File: src/design/mog_pkg.sv
// Shared types, codes and a helper function for the motion oscillation guard.
`timescale 1ns / 1ps
`default_nettype none

package mog_pkg;

    // Action codes carried by an input transaction.
    localparam logic [1:0] ACT_SCORE  = 2'd0;
    localparam logic [1:0] ACT_COMMIT = 2'd1;
    localparam logic [1:0] ACT_CLEAR  = 2'd2;

    // Configuration register indexes.
    localparam logic [1:0] CFG_SLOW_SPEED     = 2'd0;
    localparam logic [1:0] CFG_RESET_DISTANCE = 2'd1;
    localparam logic [1:0] CFG_RESET_ANGLE    = 2'd2;

    // Configuration reset values.
    localparam int unsigned SLOW_SPEED_RST      = 410;
    localparam int unsigned RESET_RADIUS_RST    = 205;
    localparam int unsigned RESET_ANGLE_RST     = 819;
    localparam logic [39:0] RESET_RADIUS_SQ_RST = 40'(RESET_RADIUS_RST * RESET_RADIUS_RST);

    // Cost reported for a candidate that breaks a latched restriction.
    localparam logic signed [3:0] COST_PENALTY = -4'sd5;
    localparam logic signed [3:0] COST_NONE    = 4'sd0;

    // One input transaction.
    typedef struct packed {
        logic [1:0]          action;
        logic signed [15:0]  vel_fwd;
        logic signed [15:0]  vel_side;
        logic signed [15:0]  vel_turn;
        logic                traj_valid;
        logic signed [23:0]  pose_x;
        logic signed [23:0]  pose_y;
        logic signed [15:0]  pose_yaw;
    } item_t;

    // One result transaction.
    typedef struct packed {
        logic signed [3:0] cost;
        logic              oscillation_found;
        logic [5:0]        restrictions;
    } result_t;

    // Direction history, restriction flags and the stored anchor pose.
    // Bit order of seen and flags: fwd+, fwd-, side+, side-, turn+, turn-.
    typedef struct packed {
        logic [5:0]         seen;
        logic [5:0]         flags;
        logic signed [23:0] anchor_x;
        logic signed [23:0] anchor_y;
        logic signed [15:0] anchor_yaw;
    } guard_state_t;

    // Configuration as the step logic uses it; the distance is kept squared.
    typedef struct packed {
        logic [14:0] slow_speed;
        logic [14:0] reset_angle;
        logic [39:0] reset_radius_sq;
    } guard_cfg_t;

    // Outcome of one axis update: bit 0 is the positive direction.
    typedef struct packed {
        logic [1:0] seen;
        logic [1:0] set;
        logic       hit;
    } axis_t;

    // A reversal against the last seen direction latches the new direction only.
    function automatic axis_t axis_update(input logic [1:0] seen,
                                          input logic neg,
                                          input logic pos);
        axis_t r;
        r.seen = seen;
        r.set  = 2'b00;
        r.hit  = 1'b0;
        if (neg)
        begin
            r.hit  = seen[0];
            r.set  = {seen[0], 1'b0};
            r.seen = 2'b10;
        end
        else if (pos)
        begin
            r.hit  = seen[1];
            r.set  = {1'b0, seen[1]};
            r.seen = 2'b01;
        end
        return r;
    endfunction

endpackage

`default_nettype wire

File: src/design/mog_step.sv
// Single-pass step logic: scores, commits or clears one transaction against the guard state.
`timescale 1ns / 1ps
`default_nettype none

module mog_step (
    input  wire mog_pkg::item_t        item,
    input  wire mog_pkg::guard_state_t state_cur,
    input  wire mog_pkg::guard_cfg_t   cfg,
    output mog_pkg::guard_state_t      state_next,
    output mog_pkg::result_t           result
);

    logic              fwd_neg;
    logic              fwd_pos;
    logic              side_neg;
    logic              side_pos;
    logic              turn_neg;
    logic              turn_pos;
    logic [15:0]       fwd_abs;
    logic              slow;
    mog_pkg::axis_t    fwd_ax;
    mog_pkg::axis_t    side_ax;
    mog_pkg::axis_t    turn_ax;
    logic [5:0]        seen_cmt;
    logic [5:0]        flags_cmt;
    logic              hit;
    logic              violation;
    logic signed [24:0] dx_s;
    logic signed [24:0] dy_s;
    logic signed [16:0] dyaw_s;
    logic [23:0]       dx_abs;
    logic [23:0]       dy_abs;
    logic [15:0]       dyaw_abs;
    logic [47:0]       dx_sq;
    logic [47:0]       dy_sq;
    logic [48:0]       offset_sq;
    logic              far;

    // Sign of each velocity; zero moves neither way.
    assign fwd_neg  = item.vel_fwd[15];
    assign fwd_pos  = !item.vel_fwd[15] && (item.vel_fwd != 16'sd0);
    assign side_neg = item.vel_side[15];
    assign side_pos = !item.vel_side[15] && (item.vel_side != 16'sd0);
    assign turn_neg = item.vel_turn[15];
    assign turn_pos = !item.vel_turn[15] && (item.vel_turn != 16'sd0);

    // Sideways and turn history only moves at low forward speed.
    assign fwd_abs = fwd_neg ? $unsigned(16'(-item.vel_fwd)) : $unsigned(item.vel_fwd);
    assign slow    = fwd_abs <= {1'b0, cfg.slow_speed};

    // Per-axis history update for a commit.
    assign fwd_ax  = mog_pkg::axis_update(state_cur.seen[1:0], fwd_neg, fwd_pos);
    assign side_ax = mog_pkg::axis_update(state_cur.seen[3:2], side_neg, side_pos);
    assign turn_ax = mog_pkg::axis_update(state_cur.seen[5:4], turn_neg, turn_pos);

    assign seen_cmt  = slow ? {turn_ax.seen, side_ax.seen, fwd_ax.seen}
                            : {state_cur.seen[5:2], fwd_ax.seen};
    assign flags_cmt = state_cur.flags
                     | (slow ? {turn_ax.set, side_ax.set, fwd_ax.set}
                             : {4'b0000, fwd_ax.set});
    assign hit       = fwd_ax.hit || (slow && (side_ax.hit || turn_ax.hit));

    // Distance and yaw change from the stored anchor. A hit moves the anchor
    // to the current pose, so the test only matters when there is no hit.
    assign dx_s      = 25'(item.pose_x) - 25'(state_cur.anchor_x);
    assign dy_s      = 25'(item.pose_y) - 25'(state_cur.anchor_y);
    assign dyaw_s    = 17'(item.pose_yaw) - 17'(state_cur.anchor_yaw);
    assign dx_abs    = dx_s[24] ? 24'(-dx_s) : dx_s[23:0];
    assign dy_abs    = dy_s[24] ? 24'(-dy_s) : dy_s[23:0];
    assign dyaw_abs  = dyaw_s[16] ? 16'(-dyaw_s) : dyaw_s[15:0];
    assign dx_sq     = dx_abs * dx_abs;
    assign dy_sq     = dy_abs * dy_abs;
    assign offset_sq = 49'(dx_sq) + 49'(dy_sq);
    assign far       = (offset_sq > 49'(cfg.reset_radius_sq))
                    || (dyaw_abs > {1'b0, cfg.reset_angle});

    // Candidate breaks a latched one-direction restriction.
    assign violation = (state_cur.flags[0] && fwd_neg)  || (state_cur.flags[1] && fwd_pos)
                    || (state_cur.flags[2] && side_neg) || (state_cur.flags[3] && side_pos)
                    || (state_cur.flags[4] && turn_neg) || (state_cur.flags[5] && turn_pos);

    // Action decode and state update.
    always_comb
    begin
        state_next                = state_cur;
        result.cost               = mog_pkg::COST_NONE;
        result.oscillation_found  = 1'b0;
        case (item.action)
            mog_pkg::ACT_SCORE:
            begin
                if (violation)
                begin
                    result.cost = mog_pkg::COST_PENALTY;
                end
            end
            mog_pkg::ACT_COMMIT:
            begin
                if (item.traj_valid)
                begin
                    state_next.seen  = seen_cmt;
                    state_next.flags = flags_cmt;
                    if (hit)
                    begin
                        result.oscillation_found = 1'b1;
                        state_next.anchor_x      = item.pose_x;
                        state_next.anchor_y      = item.pose_y;
                        state_next.anchor_yaw    = item.pose_yaw;
                    end
                    else if ((flags_cmt != 6'd0) && far)
                    begin
                        state_next.seen  = 6'd0;
                        state_next.flags = 6'd0;
                    end
                end
            end
            mog_pkg::ACT_CLEAR:
            begin
                state_next.seen  = 6'd0;
                state_next.flags = 6'd0;
            end
            default:
            begin
            end
        endcase
        result.restrictions = state_next.flags;
    end

endmodule

`default_nettype wire

File: src/design/motion_oscillation_guard_top.sv
// Top level of the motion oscillation guard: channels, configuration and state registers.
`timescale 1ns / 1ps
`default_nettype none

// The guard takes one transaction per clock while the output is not stalled and
// returns exactly one result per transaction, through the input register and then
// the result register. Guard state (direction history, restriction flags, anchor
// pose) is updated in the same cycle that a transaction moves from the input
// register to the result register, so consecutive transactions see each other's
// effects with no gap. The cycle time is set by the commit path: two 24 by 24 bit
// squares of the pose offset, their sum and a compare against the squared reset
// distance. The reset distance is squared when it is written, and configuration
// writes reach the step logic in the cycle after the write; write configuration
// only while the block is idle.
module motion_oscillation_guard_top (
    input  wire               clk,
    input  wire               rst_n,
    // Input channel
    input  wire               in_valid,
    output logic              in_stall,
    input  wire [1:0]         action,
    input  wire signed [15:0] vel_fwd,
    input  wire signed [15:0] vel_side,
    input  wire signed [15:0] vel_turn,
    input  wire               traj_valid,
    input  wire signed [23:0] pose_x,
    input  wire signed [23:0] pose_y,
    input  wire signed [15:0] pose_yaw,
    // Output channel
    output logic              out_valid,
    input  wire               out_stall,
    output logic signed [3:0] cost,
    output logic              oscillation_found,
    output logic [5:0]        restrictions,
    // Configuration port
    input  wire               cfg_write,
    input  wire [1:0]         cfg_index,
    input  wire [19:0]        cfg_data
);

    logic                  in_accept;
    logic                  advance;
    logic                  s1_valid_reg;
    logic                  s1_valid_next;
    mog_pkg::item_t        s1_item_reg;
    mog_pkg::item_t        s1_item_next;
    mog_pkg::item_t        in_item;
    logic                  out_valid_reg;
    logic                  out_valid_next;
    mog_pkg::result_t      out_res_reg;
    mog_pkg::result_t      out_res_next;
    mog_pkg::result_t      step_res;
    mog_pkg::guard_state_t state_reg;
    mog_pkg::guard_state_t state_next;
    mog_pkg::guard_state_t step_state;
    mog_pkg::guard_cfg_t   cfg_reg;
    mog_pkg::guard_cfg_t   cfg_next;
    logic [19:0]           radius_wr;
    logic [39:0]           radius_wr_sq;

    // Handshake: the input register moves on whenever the result register is
    // empty or being drained this cycle.
    assign advance   = s1_valid_reg && (!out_valid_reg || !out_stall);
    assign in_stall  = s1_valid_reg && out_valid_reg && out_stall;
    assign in_accept = in_valid && !in_stall;

    assign in_item.action     = action;
    assign in_item.vel_fwd    = vel_fwd;
    assign in_item.vel_side   = vel_side;
    assign in_item.vel_turn   = vel_turn;
    assign in_item.traj_valid = traj_valid;
    assign in_item.pose_x     = pose_x;
    assign in_item.pose_y     = pose_y;
    assign in_item.pose_yaw   = pose_yaw;

    // Step logic between the input register and the result register.
    mog_step u_step (
        .item       (s1_item_reg),
        .state_cur  (state_reg),
        .cfg        (cfg_reg),
        .state_next (step_state),
        .result     (step_res)
    );

    // Next values for the pipeline and the guard state.
    always_comb
    begin
        s1_valid_next  = s1_valid_reg;
        s1_item_next   = s1_item_reg;
        out_valid_next = out_valid_reg;
        out_res_next   = out_res_reg;
        state_next     = state_reg;
        if (in_accept)
        begin
            s1_valid_next = 1'b1;
            s1_item_next  = in_item;
        end
        else if (advance)
        begin
            s1_valid_next = 1'b0;
        end
        if (advance)
        begin
            out_valid_next = 1'b1;
            out_res_next   = step_res;
            state_next     = step_state;
        end
        else if (!out_stall)
        begin
            out_valid_next = 1'b0;
        end
    end

    // Configuration writes; the reset distance is stored squared.
    assign radius_wr    = cfg_data;
    assign radius_wr_sq = radius_wr * radius_wr;

    always_comb
    begin
        cfg_next = cfg_reg;
        if (cfg_write)
        begin
            case (cfg_index)
                mog_pkg::CFG_SLOW_SPEED:     cfg_next.slow_speed      = cfg_data[14:0];
                mog_pkg::CFG_RESET_DISTANCE: cfg_next.reset_radius_sq = radius_wr_sq;
                mog_pkg::CFG_RESET_ANGLE:    cfg_next.reset_angle     = cfg_data[14:0];
                default:
                begin
                end
            endcase
        end
    end

    // Control, state and configuration registers.
    always_ff @(posedge clk or negedge rst_n)
    begin
        if (!rst_n)
        begin
            s1_valid_reg            <= 1'b0;
            out_valid_reg           <= 1'b0;
            state_reg               <= '0;
            cfg_reg.slow_speed      <= 15'(mog_pkg::SLOW_SPEED_RST);
            cfg_reg.reset_angle     <= 15'(mog_pkg::RESET_ANGLE_RST);
            cfg_reg.reset_radius_sq <= mog_pkg::RESET_RADIUS_SQ_RST;
        end
        else
        begin
            s1_valid_reg  <= s1_valid_next;
            out_valid_reg <= out_valid_next;
            state_reg     <= state_next;
            cfg_reg       <= cfg_next;
        end
    end

    // Payload registers.
    always_ff @(posedge clk)
    begin
        s1_item_reg <= s1_item_next;
        out_res_reg <= out_res_next;
    end

    assign out_valid         = out_valid_reg;
    assign cost              = out_res_reg.cost;
    assign oscillation_found = out_res_reg.oscillation_found;
    assign restrictions      = out_res_reg.restrictions;

endmodule

`default_nettype wire

File: config.mk
export PLATFORM = sky130hd
export DESIGN_NAME = motion_oscillation_guard_top
export DESIGN_NICKNAME = d
export VERILOG_FILES = /design/src/design/mog_pkg.sv /design/src/design/mog_step.sv /design/src/design/motion_oscillation_guard_top.sv
export SDC_FILE = /design/constraint.sdc
export NUM_CORES = 2
export LEC_CHECK = 0
export ABC_AREA = 1
export BUFFER_PORTS_ARGS = -buffer_cell sky130_fd_sc_hd__buf_4
export CAP_MARGIN = 20
export CORE_UTILIZATION = 60
export CTS_CLUSTER_DIAMETER = 30
export DETAILED_ROUTE_END_ITERATION = 10
export PLACE_DENSITY = 0.8
export RECOVER_POWER = 25
export SYNTH_ARGS = -nofsm -noshare
export SYNTH_HDL_FRONTEND = slang
export SYNTH_SLANG_ARGS = --single-unit
File: constraint.sdc
create_clock -name clk -period 10.71 [get_ports clk]
set_input_delay 3.213 -clock clk [delete_from_list [all_inputs] [get_ports clk]]
set_output_delay 3.213 -clock clk [all_outputs]
set_load 0.01 [all_outputs]
# Word-level counts from Yosys, hierarchy flattened
# Index checks and enable logic that the tools add are counted.
# W data, S select, Z words.
# classes
magnitude_cmp	3
muxes	23
addsub	8
reduce_logical	44
bitwise	1
n_mul	3
n_eq_ne	6
# ops
operator	count
$mul A24 B24 Y48	2
$mux W76	1
$mux W64	1
$sub A24 B24 Y25	2
$add A48 B48 Y49	1
$gt A49 B40 Y1	1
$mux W24	2
$neg A24 Y24	2
$reduce_bool A16 Y1	3
$mul A20 B20 Y40	1
$mux W16	2
$neg A16 Y16	2
$mux W5	6
$mux W12	2
$pmux W12 S2	1
$sub A16 B16 Y17	1
$gt A16 B15 Y1	1
$le A16 B15 Y1	1
$logic_and A1 B1 Y1	15
$mux W6	2
$logic_or A1 B1 Y1	9
$reduce_and A2 Y1	4
$logic_not A1 Y1	6
$or A6 B6 Y6	1
11 further kinds	19
# totals
inputBits	142
output_inout_bits	13
word_cells	109
reg_bits	274

# Longest topological paths before layout
# depth
depth_word	12
mapped_depth	70
depth_no_buf	70

# By module
# Synthesis repeated with hierarchy kept, for this count alone.
# unflattened
cells_unflattened	7854
area_unflattened_um2	63681.1
# modules_own_cells
mod	instances	cells_each	area_per_inst_um2	seq_area_each_um2
mog_step	1	5538	42122.9	0.0
motion_oscillation_guard_top	1	2316	21558.2	7483.4

# Worst setup path before layout
# No wires, ideal clock.
# synth_path
path_type	register to register
from	reg s1_item_reg[40] (netlist bit)
to	reg state_reg[68] (netlist bit)
required_ns	10.645
setup_ns	0.065
synth_period_minus_slack_ns	11.154
path_buffers	1
path_slack_ns	-0.444
stages_incl_launch_ff	63
t_arrival_ns	11.089
cell_sequence	edfxtp_1 > inv_1 > ha_1 > inv_1 > fa_1 > nand3_1 > nand2_2 > nand2_1 > nand2_1 > xnor2_2 > nand3_1 > nor3_1 > nand2_1 > nor3_1 > nand2_1 > nand2_1 > inv_1 > or3_1 > [27 not listed] > inv_1 > ha_1 > nand2_1 > nor4_1 > nand4_1 > nor4_1 > nand2_1 > nor3_1 > nand3_1 > nand2_1 > nand4_2 > nand2_1 > nand2_1 > nand2_1 > nand2_1 > o21ai_2 > nand2_1 > nand2_1
# synth_rtl
element	line_no	text
start, declared	motion_oscillation_guard_top.sv:45	mog_pkg::item_t s1_item_reg;
start signal, assigned	motion_oscillation_guard_top.sv:158	s1_item_reg <= s1_item_next;
end signal, assigned	motion_oscillation_guard_top.sv:150	state_reg <= state_next;
end, declared	motion_oscillation_guard_top.sv:53	mog_pkg::guard_state_t state_reg;

# Final worst setup path
# layout_path
from	reg state_reg[16] (netlist bit)
to	reg state_reg[74] (netlist bit)
# layout_via
elab_chain_cells	12
# layout_lines
element	line_no	text
$sub A24 B24 Y25 *	mog_step.sv:66	assign dy_s = 25'(item.pose_y) - 25'(state_cur.anchor_y);
$neg A24 Y24	mog_step.sv:69	assign dy_abs = dy_s[24] ? 24'(-dy_s) : dy_s[23:0];
$mux W24 *	mog_step.sv:69	
$mul A24 B24 Y48 *	mog_step.sv:72	assign dy_sq = dy_abs * dy_abs;
$add A48 B48 Y49 *	mog_step.sv:73	assign offset_sq = 49'(dx_sq) + 49'(dy_sq);
$gt A49 B40 Y1 *	mog_step.sv:74	assign far = (offset_sq > 49'(cfg.reset_radius_sq))
$logic_or A1 B1 Y1 *	mog_step.sv:75	|| (dyaw_abs > {1'b0, cfg.reset_angle});
$logic_and A1 B1 Y1 *	mog_step.sv:109	else if ((flags_cmt != 6'd0) && far)
$mux W12 *	mog_step.sv:109	
$mux W12 *	mog_step.sv:102	if (hit)
$mux W76 *	mog_step.sv:98	if (item.traj_valid)
$pmux W12 S2 *	mog_step.sv:88	case (item.action)
# Every way passes the cells marked *; elsewhere a longest branch is shown, timed or not. The select of a mux whose other input is x is not followed.
# A chain may end at the register's enable or synchronous reset.

==> qor.csv <==
stage,metric,value,unit
sta,setup_viol,18,
layout,area_growth,23.0,%
floorplanning,core.rowCount,117,
layout,multi_input_area,47100,um2
synthesis,async_flop_share,54.4,%
grt,antenna_found_initial,1,
detailed_routing,highest_layer,met4,
synthesis,yosysWarnings,0,
layout,final_util,74.5,%
detailed_routing,route.detailed.drc,0,
floorplanning,initial_core_util,60.6,%
sta,setup_ws,-1.20,ns
floorplanning,die-area,104000,um2
grt,grt_usage,35.8,%
synthesis,synth_cell_types,64,
synthesis,synth_edf_count,123,
cts,numClockSinks,270,
critical_path,worst-path-max-fanout,11,
detailed_routing,wirelength_met1,68.1,mm
cts,clk_latency,0.63,ns
synthesis,syn_nets,9296,
layout,largest_reg_flops,115,
grt,grt_overflow,0,
critical_path,cp.required,11.21,ns
layout,nets,10418,
grt,grt_max_degree,87,
detailed_routing,vias_per_cell,5.28,
floorplanning,die_width,323,um
layout,final_cell_mix,"inv_1 (2125), fa_1 (1187), nand2_1 (1080)",
synthesis,yosysSeqAreaShare,12.0,%
run_status,violations,"max-capacitance violations, max-slew violations, negative setup slack",
sta,finalClockSkew,0.0509,ns
critical_path,slowest_stage,fa_2,
floorplanning,boundaryPins,155,
detailed_routing,met3_length,14.0,mm
floorplanning,core_area,102000,um2
worst_hold_path,hold_class,flip-flop to flip-flop,
critical_path,slowest_delay,0.60,ns
run_status,status,"finished, violations left",
place,gp_congestion,1.05,
sta,rsz0062_at_grt,yes,
synthesis,netlist_instances,7319,
place,hpwl,151,mm
critical_path,path_class,flip-flop to flip-flop,
sta,fin_crit_sh,111,%
synthesis,avgSynthCellArea,8.43,um2
detailed_routing,wirelength,181,mm
detailed_routing,drtIter0Drc,3909,
critical_path,end_kind,flip-flop,
sta,period_needed,11.91,ns
place,io_buffers,153,
layout,seq_area,7390,um2
critical_path,start_kind,flip-flop,
layout,final_common_cell,inv_1,
sta,slew_headroom,-204,%
cts,cts_tree,yes,
synthesis,postSynth.topFlopCell,dfrtp_1,
cts,clkTransAtPathRegs,0.05,ns
critical_path,cp_common_cell,fa_1,
cts,h-tree-depth,2,
synthesis,synth_seq_cells,270,
sta,slew_viol_final,78,
synthesis,netlist_area,61700,um2
flow_run,drv_cap,1,
grt,grt_pass1_wl,289,mm
detailed_routing,avgRoutedWirePerCell,18.4,um
detailed_routing,ant_nets,0,
layout,layout-drive-gt1-share,20.9,%
sta,timing.fmax,0.0840,GHz
cts,cts_inserted_buffers,48,
sta,hold_viol,0,
cts,cts_hold_buf,0,
detailed_routing,drt-pass1-iter-count,6,
cts,clock_tree.root_cell,clkbuf_16,
grt,grt_pass1_vias,56908,
layout,fill_cells,7026,
floorplanning,die_h,323,um
critical_path,crit_arrival,12.41,ns
detailed_routing,num_vias,52051,
detailed_routing,wl_met2,88.7,mm
sta,tightest_slew,4.57,ns
cts,cts_max_path_buffers,3,
## per-stage QoR
step	TNS (ns)	worst slack, ns	std cells	hold WS, ns	area [um2]
6_report	-20.00	-1.20	9850	0.485	75900
5_1_grt	-28.27	-1.62	9850	0.515	75900
4_1_cts	-12.91	-0.789	9824	0.489	75300
3_5_place_dp	-26.59	-1.57	9678	0.475	72100
3_3_place_gp	-21.12	-1.23	9678	0.455	72100
2_1_floorplan	-1.67	-0.131	7319	0.444	62000
## timing repair
action	4_1_cts	5_1_grt
buffers inserted	56	25
endpoints found under the setup margin	18	18
pin swaps	104	89
gates resized for setup	249	120
## logic make-up after synthesis
logic type / after synthesis / share of synthesized area [%]
xor gates and xnor gates: 155 / 2.21
and+or+nand+nor: 2164 / 14.5
other: 1 / 0.00608
AOI/OAI and AO/OA: 546 / 4.89
DFF: 270 / 12.0
buffers and inverters: 2348 / 14.3
adders and majority gates: 1835 / 52.0
## layout make-up
type	count	area share (%)
multi-input combinational	4701	62.0
inverter	2199	10.9
timing repair buffer	1221	12.7
antenna	1	0.00330
sequential	270	9.74
clock buffer	59	1.72
tap	1368	2.25
clock inverter	31	0.646
## Yosys cell counts (9+ instances only)
cell type  number  area (um2)
buf_1           9        33.8
fa_1         1219       24400
dfrtp_1       130        3250
xnor2_1        69         604
nor3_1         25         125
dfstp_2        17         447
a21oi_1       260        1300
o21ai_0       172         861
nor2_1        667        2500
o21bai_1       11        82.6
nand2_2        37         231
o21a_1         15         113
nand4_1        54         338
nand3b_1       15         113
buf_2          15        75.1
inv_2          18        67.6
nand2_1      1143        4290
xor2_1         85         744
edfxtp_1      123        3690
o31ai_1        13        97.6
a31oi_1        18         113
clkinv_1       20        75.1
nand3_1       133         666
inv_1        2160        8110
or2_2          18         113
clkbuf_1      122         458
ha_1          616        7710
nand3_2        11         110
nor4_1         19         119
nor2_2         13        81.3
## per-layer routing
layer | GRT usage (%) | up-vias
met2 | 61.8 | 2238
met1 | 43.7 | 25423
met4 | 16.1 | 0
li1 | - | 23762
met5 | 0 | -
met3 | 6.27 | 628
## final timing paths
path,startpoint,to,slack [ns],depth (start not counted)
min in group asynchronous,rst_n,state_reg[32],4.22,1
worst min register to register,cfg_reg[8],cfg_reg[8],0.49,2
max in group asynchronous,rst_n,state_reg[40],3.54,1
worst max register to register,state_reg[16],state_reg[74],-1.20,56
worst max-delay path,state_reg[16],state_reg[74],-1.20,56
worst min-delay path,cfg_reg[8],cfg_reg[8],0.49,2
## critical path: cells and delay by family (launching register included)
family,cells,cell delay (ns)
AOI/OAI and AO/OA,10,1.46
and+or+nand+nor,16,1.89
adders and majority gates,14,6.39
DFF,1,0.39
xor gates and xnor gates,1,0.13
buffers and inverters,15,1.55
Power is left out: the tool's default activity adds up to more than one toggle a clock period on the data nets, which glitch-free logic cannot reach.
